**src/design/gn2d_ram.sv**
```systemverilog
// Generic single-write, single-read RAM with registered read data.
// No dependencies.
module gn2d_ram #(
  parameter int WIDTH = 8,
  parameter int DEPTH = 256
) (
  input  logic                     clk,
  input  logic                     we,
  input  logic [$clog2(DEPTH)-1:0] waddr,
  input  logic [WIDTH-1:0]         wdata,
  input  logic                     re,
  input  logic [$clog2(DEPTH)-1:0] raddr,
  output logic [WIDTH-1:0]         rdata
);

  logic [WIDTH-1:0] mem [DEPTH];

  always_ff @(posedge clk) begin
    if (we) begin
      mem[waddr] <= wdata;
    end
    if (re) begin
      rdata <= mem[raddr];
    end
  end

endmodule

```
**config.mk**
```make
export PLATFORM = sky130hd
export DESIGN_NAME = gn2d_ram
export DESIGN_NICKNAME = d
export VERILOG_FILES = /design/src/design/gn2d_ram.sv
export SDC_FILE = /design/constraint.sdc
export NUM_CORES = 2
export LEC_CHECK = 0
export ABC_AREA = 1
export BUFFER_PORTS_ARGS = -buffer_cell sky130_fd_sc_hd__buf_2
export CAP_MARGIN = 0
export CORE_AREA = 2 2 331 398
export CTS_BUF_LIST = sky130_fd_sc_hd__clkbuf_8
export DETAILED_ROUTE_END_ITERATION = 10
export DIE_AREA = 0 0 333 400
export PLACE_DENSITY_LB_ADDON = 0.08
export SYNTH_ARGS = -nofsm -noshare
export SYNTH_HDL_FRONTEND = slang
export SYNTH_SLANG_ARGS = --single-unit
```
**constraint.sdc**
```tcl
create_clock -name clk -period 4.6 [get_ports clk]
set_clock_uncertainty 0.1 [all_clocks]
set_input_delay 0.46 -clock clk [delete_from_list [all_inputs] [get_ports clk]]
set_output_delay 0.46 -clock clk [all_outputs]
set_load 0.005 [all_outputs]
```
==> summary by stage <==
STA
The ratio of final minimum period to clock period is 0.5768. The count of final hold-check violations is 0. The minimum hold slack is 0.1900 ns.

The number of max-slew violations in the final report is 0. Setup repair after global routing left no endpoint under its margin. After routing, the total negative slack on setup checks comes to 0 ns.

In this run the tightest slew margin relative to its limit is 0.2226. The achievable frequency is 0.3769 GHz. The actual slew at the worst max-slew pin is 1.163 ns. The final number of setup-violating endpoints is 0. The final period demand of the worst path is 2.653 ns.

Global routing
The number of antenna violations at the first check in global routing is 11. For this run, the total global-route usage over all layers was measured as 0.3341. The number of global-route vias before repair came to 53430. The final global-route overflow total is 0.

The global-route wire length before repair is 330900 um. The pin count of the biggest net entering global routing is 170.

Power
The power density normalized to cell area is 402.4 mW/mm^2. After layout, the design draws a total of 0.03638 W. The share of total power dissipated in combinational logic is 0.064. The internal portion of the total power is 0.02785 W. The switching component of the power is 0.008535 W. The static power due to leakage is 31.77 nW. Of the total power, the share spent switching nets is 0.2346. The clock group share of total power is 0.367. The share of total power dissipated in sequential elements is 0.568. VDD sags by at most 0.2658 mV.

Logic synthesis
The mean post-synth cell area is 11.92 um^2. Of the synthesized area, sequential elements account for 0.7396. After technology mapping, the gate count stands at 7003. The count of cell types in the netlist is 13. During synthesis, Yosys emitted a total of 0 warnings. The number of nets produced by synthesis is 7030. The number of synthesized register bits is 2056. The summed instance area of the synthesized netlist is 0.08348 mm^2.

Setup path
The nature of the critical path startpoint is an input port. The kind of critical path is input port to flop. Together, buffers and inverters on the worst path number 3. For flop-to-flop paths, the worst setup slack is 2.33 ns.

The most prevalent standard cell on the critical path is sky130_fd_sc_hd__nand3_1. The signal on the critical path passes through buf_8 -> inv_8 -> buf_12 -> nand3_1 -> nand3_1 -> nand3_1 -> nand3_1 -> nand3_1 -> nand3_1 -> nand2_1 -> nand2_1 -> nand2_1. On the critical path, the stage with the largest delay is an instance of sky130_fd_sc_hd__inv_8. The data arrival time of the critical path is 3.31 ns. The endpoint type of the worst setup path is a flop. STA puts the critical path data required time at 5.26 ns. The peak fanout along the critical path is 74. The family with the most delay on the worst path is simple AND/OR/NAND/NOR gates. On the worst path, the slowest cell contributes a delay of 0.52 ns.

Final layout
At the end of the flow, the number of nets in the layout was 7046. Compared with the post-synthesis result, the final layout area differs by 8.313%. Of the cells placed in the final design, the portion with a size suffix greater than 1 is 0.07299. Measured on the finished design, the core utilization comes to 0.6980.

Detailed routing
After detailed routing, the number of remaining DRC violations is 0. Wires add up to 222000 um. The wire length per cell is 24.87 um. The number of nets still failing antenna checks after routing is 0. The routed layout has 55360 vias. The via-per-instance ratio is 6.200. The first-pass detailed-route iteration total is 6. After the first detailed-routing iteration, the DRC count stood at 7154.

Placed design
Buffers placed on the I/O ports in this run total 34. The detailed-placement wirelength estimate is 125500 um. At the end of routability-driven placement, the weighted congestion stood at 0.8731.

Clock tree
The number of buffers between clock root and the deepest sink is 4. Counting the buffers created by CTS gives 321. The clock transition at the registers of the reported paths is 0.06 ns.

Post-CTS timing repair inserted 0 buffers for setup. The tree is rooted in a sky130_fd_sc_hd__clkbuf_8. The clock drives 2056 sinks. TritonCTS built the clock tree.

The deepest level of the CTS H-tree is 5. The clock reaches the later pin of the worst-skew pair after 1.02 ns.

Floorplan
The initial utilization of the core area, before any placement, comes to 0.6444. The floorplan step defined a die boundary enclosing 0.1332 mm^2. The number of primary I/O pins is 35. After floorplanning, the core was divided into 145 placement rows. The die is 333 um wide. The overall die height is 400 um.

The area of the placeable core is 0.1295 mm^2.

Job
The count of maximum capacitance violations is 0.

Min path
The path class of the tightest hold or removal check is input port to flop.

Run status
The flow ran to the end, and the final reports show no timing, DRC or antenna violations.
stage by stage:
| stage | instance area (um^2) | std cells | setup WS, ns |
|---|---|---|---|
| floorplan | 83480 | 7003 | 2.549 |
| global placement | 84920 | 8376 | 1.054 |
| detailed placement | 84920 | 8376 | 1.040 |
| CTS | 90400 | 8924 | 2.124 |
| global route | 90410 | 8927 | 1.971 |
| finish | 90420 | 8929 | 1.947 |
repair_timing:
action / CTS / global route
resized for setup: 0 / 0
endpoints found under the hold margin: 711 / 0
hold buffers: 10 / 0
power by group through the flow:
| stage | logic (W) | clock network [W] | registers, W |
|---|---|---|---|
| floorplan | 0.00127 | 0 | 0.0211 |
| global placement | 0.00225 | 0 | 0.0211 |
| detailed placement | 0.00229 | 0 | 0.0211 |
| CTS | 0.00230 | 0.0135 | 0.0207 |
| global route | 0.00250 | 0.0143 | 0.0207 |
| finish | 0.00233 | 0.0134 | 0.0207 |
final timing paths:
check	startpoint	to	cells past startpoint
worst max-delay path	raddr[1]	rdata[3]	12
worst min-delay path	waddr[0]	mem[144][2]	6
worst max register to register	mem[249][4]	rdata[4]	10
worst min register to register	mem[18][3]	rdata[3]	10
per-layer routing:
metal / part of all wire / routed length, um / up-vias / track usage
met5: 0.00050 / 111 / - / 0
met4: 0.038 / 8369 / 16 / 0.1324
met3: 0.11 / 24340 / 514 / 0.07055
met2: 0.47 / 104900 / 3193 / 0.5271
met1: 0.38 / 84280 / 26740 / 0.4621
li1: - / - / 24900 / -
cells by family (layout without fill, tap and decap cells):
logic type             count (synthesis)  count (layout)  share of synthesized area
buffers and inverters                522             753                    0.03116
AND/OR/NAND/NOR                     4425            4425                     0.2292
other                                  0               5                          0
flip-flops                          2056            2056                     0.7396
synthesized netlist by cell type:
library cell / instances / area share
sky130_fd_sc_hd__buf_1: 40 / 0.0018
sky130_fd_sc_hd__buf_2: 268 / 0.016
sky130_fd_sc_hd__buf_4: 46 / 0.0041
sky130_fd_sc_hd__buf_6: 16 / 0.0022
sky130_fd_sc_hd__buf_8: 1 / 0.00018
sky130_fd_sc_hd__clkbuf_1: 112 / 0.0050
sky130_fd_sc_hd__edfxtp_1: 2056 / 0.74
sky130_fd_sc_hd__inv_1: 36 / 0.0016
sky130_fd_sc_hd__inv_2: 2 / 0.000090
sky130_fd_sc_hd__inv_4: 1 / 0.000075
sky130_fd_sc_hd__nand2_1: 2123 / 0.095
sky130_fd_sc_hd__nand3_1: 2019 / 0.12
sky130_fd_sc_hd__nor2_1: 283 / 0.013
sequential cells by signal (all words and copies together) (netlist names):
| signal | flops |
|---|---|
| mem | 2048 |
| rdata | 8 |
cell usage in the layout (no fill, tap or decap), types with 2 or more instances in the layout:
cell | synthesis | final
sky130_fd_sc_hd__buf_4 | 46 | 95
sky130_fd_sc_hd__inv_1 | 36 | 141
sky130_fd_sc_hd__buf_2 | 268 | 22
sky130_fd_sc_hd__edfxtp_1 | 2056 | 2056
sky130_fd_sc_hd__diode_2 | 0 | 5
sky130_fd_sc_hd__buf_12 | 0 | 38
sky130_fd_sc_hd__clkinv_1 | 0 | 75
sky130_fd_sc_hd__clkbuf_8 | 0 | 329
sky130_fd_sc_hd__nor2_1 | 283 | 283
sky130_fd_sc_hd__nand3_1 | 2019 | 2019
sky130_fd_sc_hd__inv_6 | 0 | 2
sky130_fd_sc_hd__dlygate4sd3_1 | 0 | 10
sky130_fd_sc_hd__clkinv_2 | 0 | 23
sky130_fd_sc_hd__buf_8 | 1 | 11
sky130_fd_sc_hd__nand2_1 | 2123 | 2122
sky130_fd_sc_hd__inv_8 | 0 | 2
tightest hold or removal path, stage by stage:
cell and delay [ns]:
sky130_fd_sc_hd__buf_2 0.10, sky130_fd_sc_hd__nor2_1 0.04, sky130_fd_sc_hd__inv_1 0.10, sky130_fd_sc_hd__nor2_1 0.07
sky130_fd_sc_hd__inv_1 0.11, sky130_fd_sc_hd__nor2_1 0.19
layout make-up:
type	count	area (um^2)
sequential	2056	61740
fill	9183	39120
multi-input combinational	4425	19140
clock buffer	329	4528
tap	1690	2115
timing repair buffer	176	1849
clock inverter	209	853.3
inverter	39	180.2
antenna	5	12.51
(Power assumes the default switching activity.)
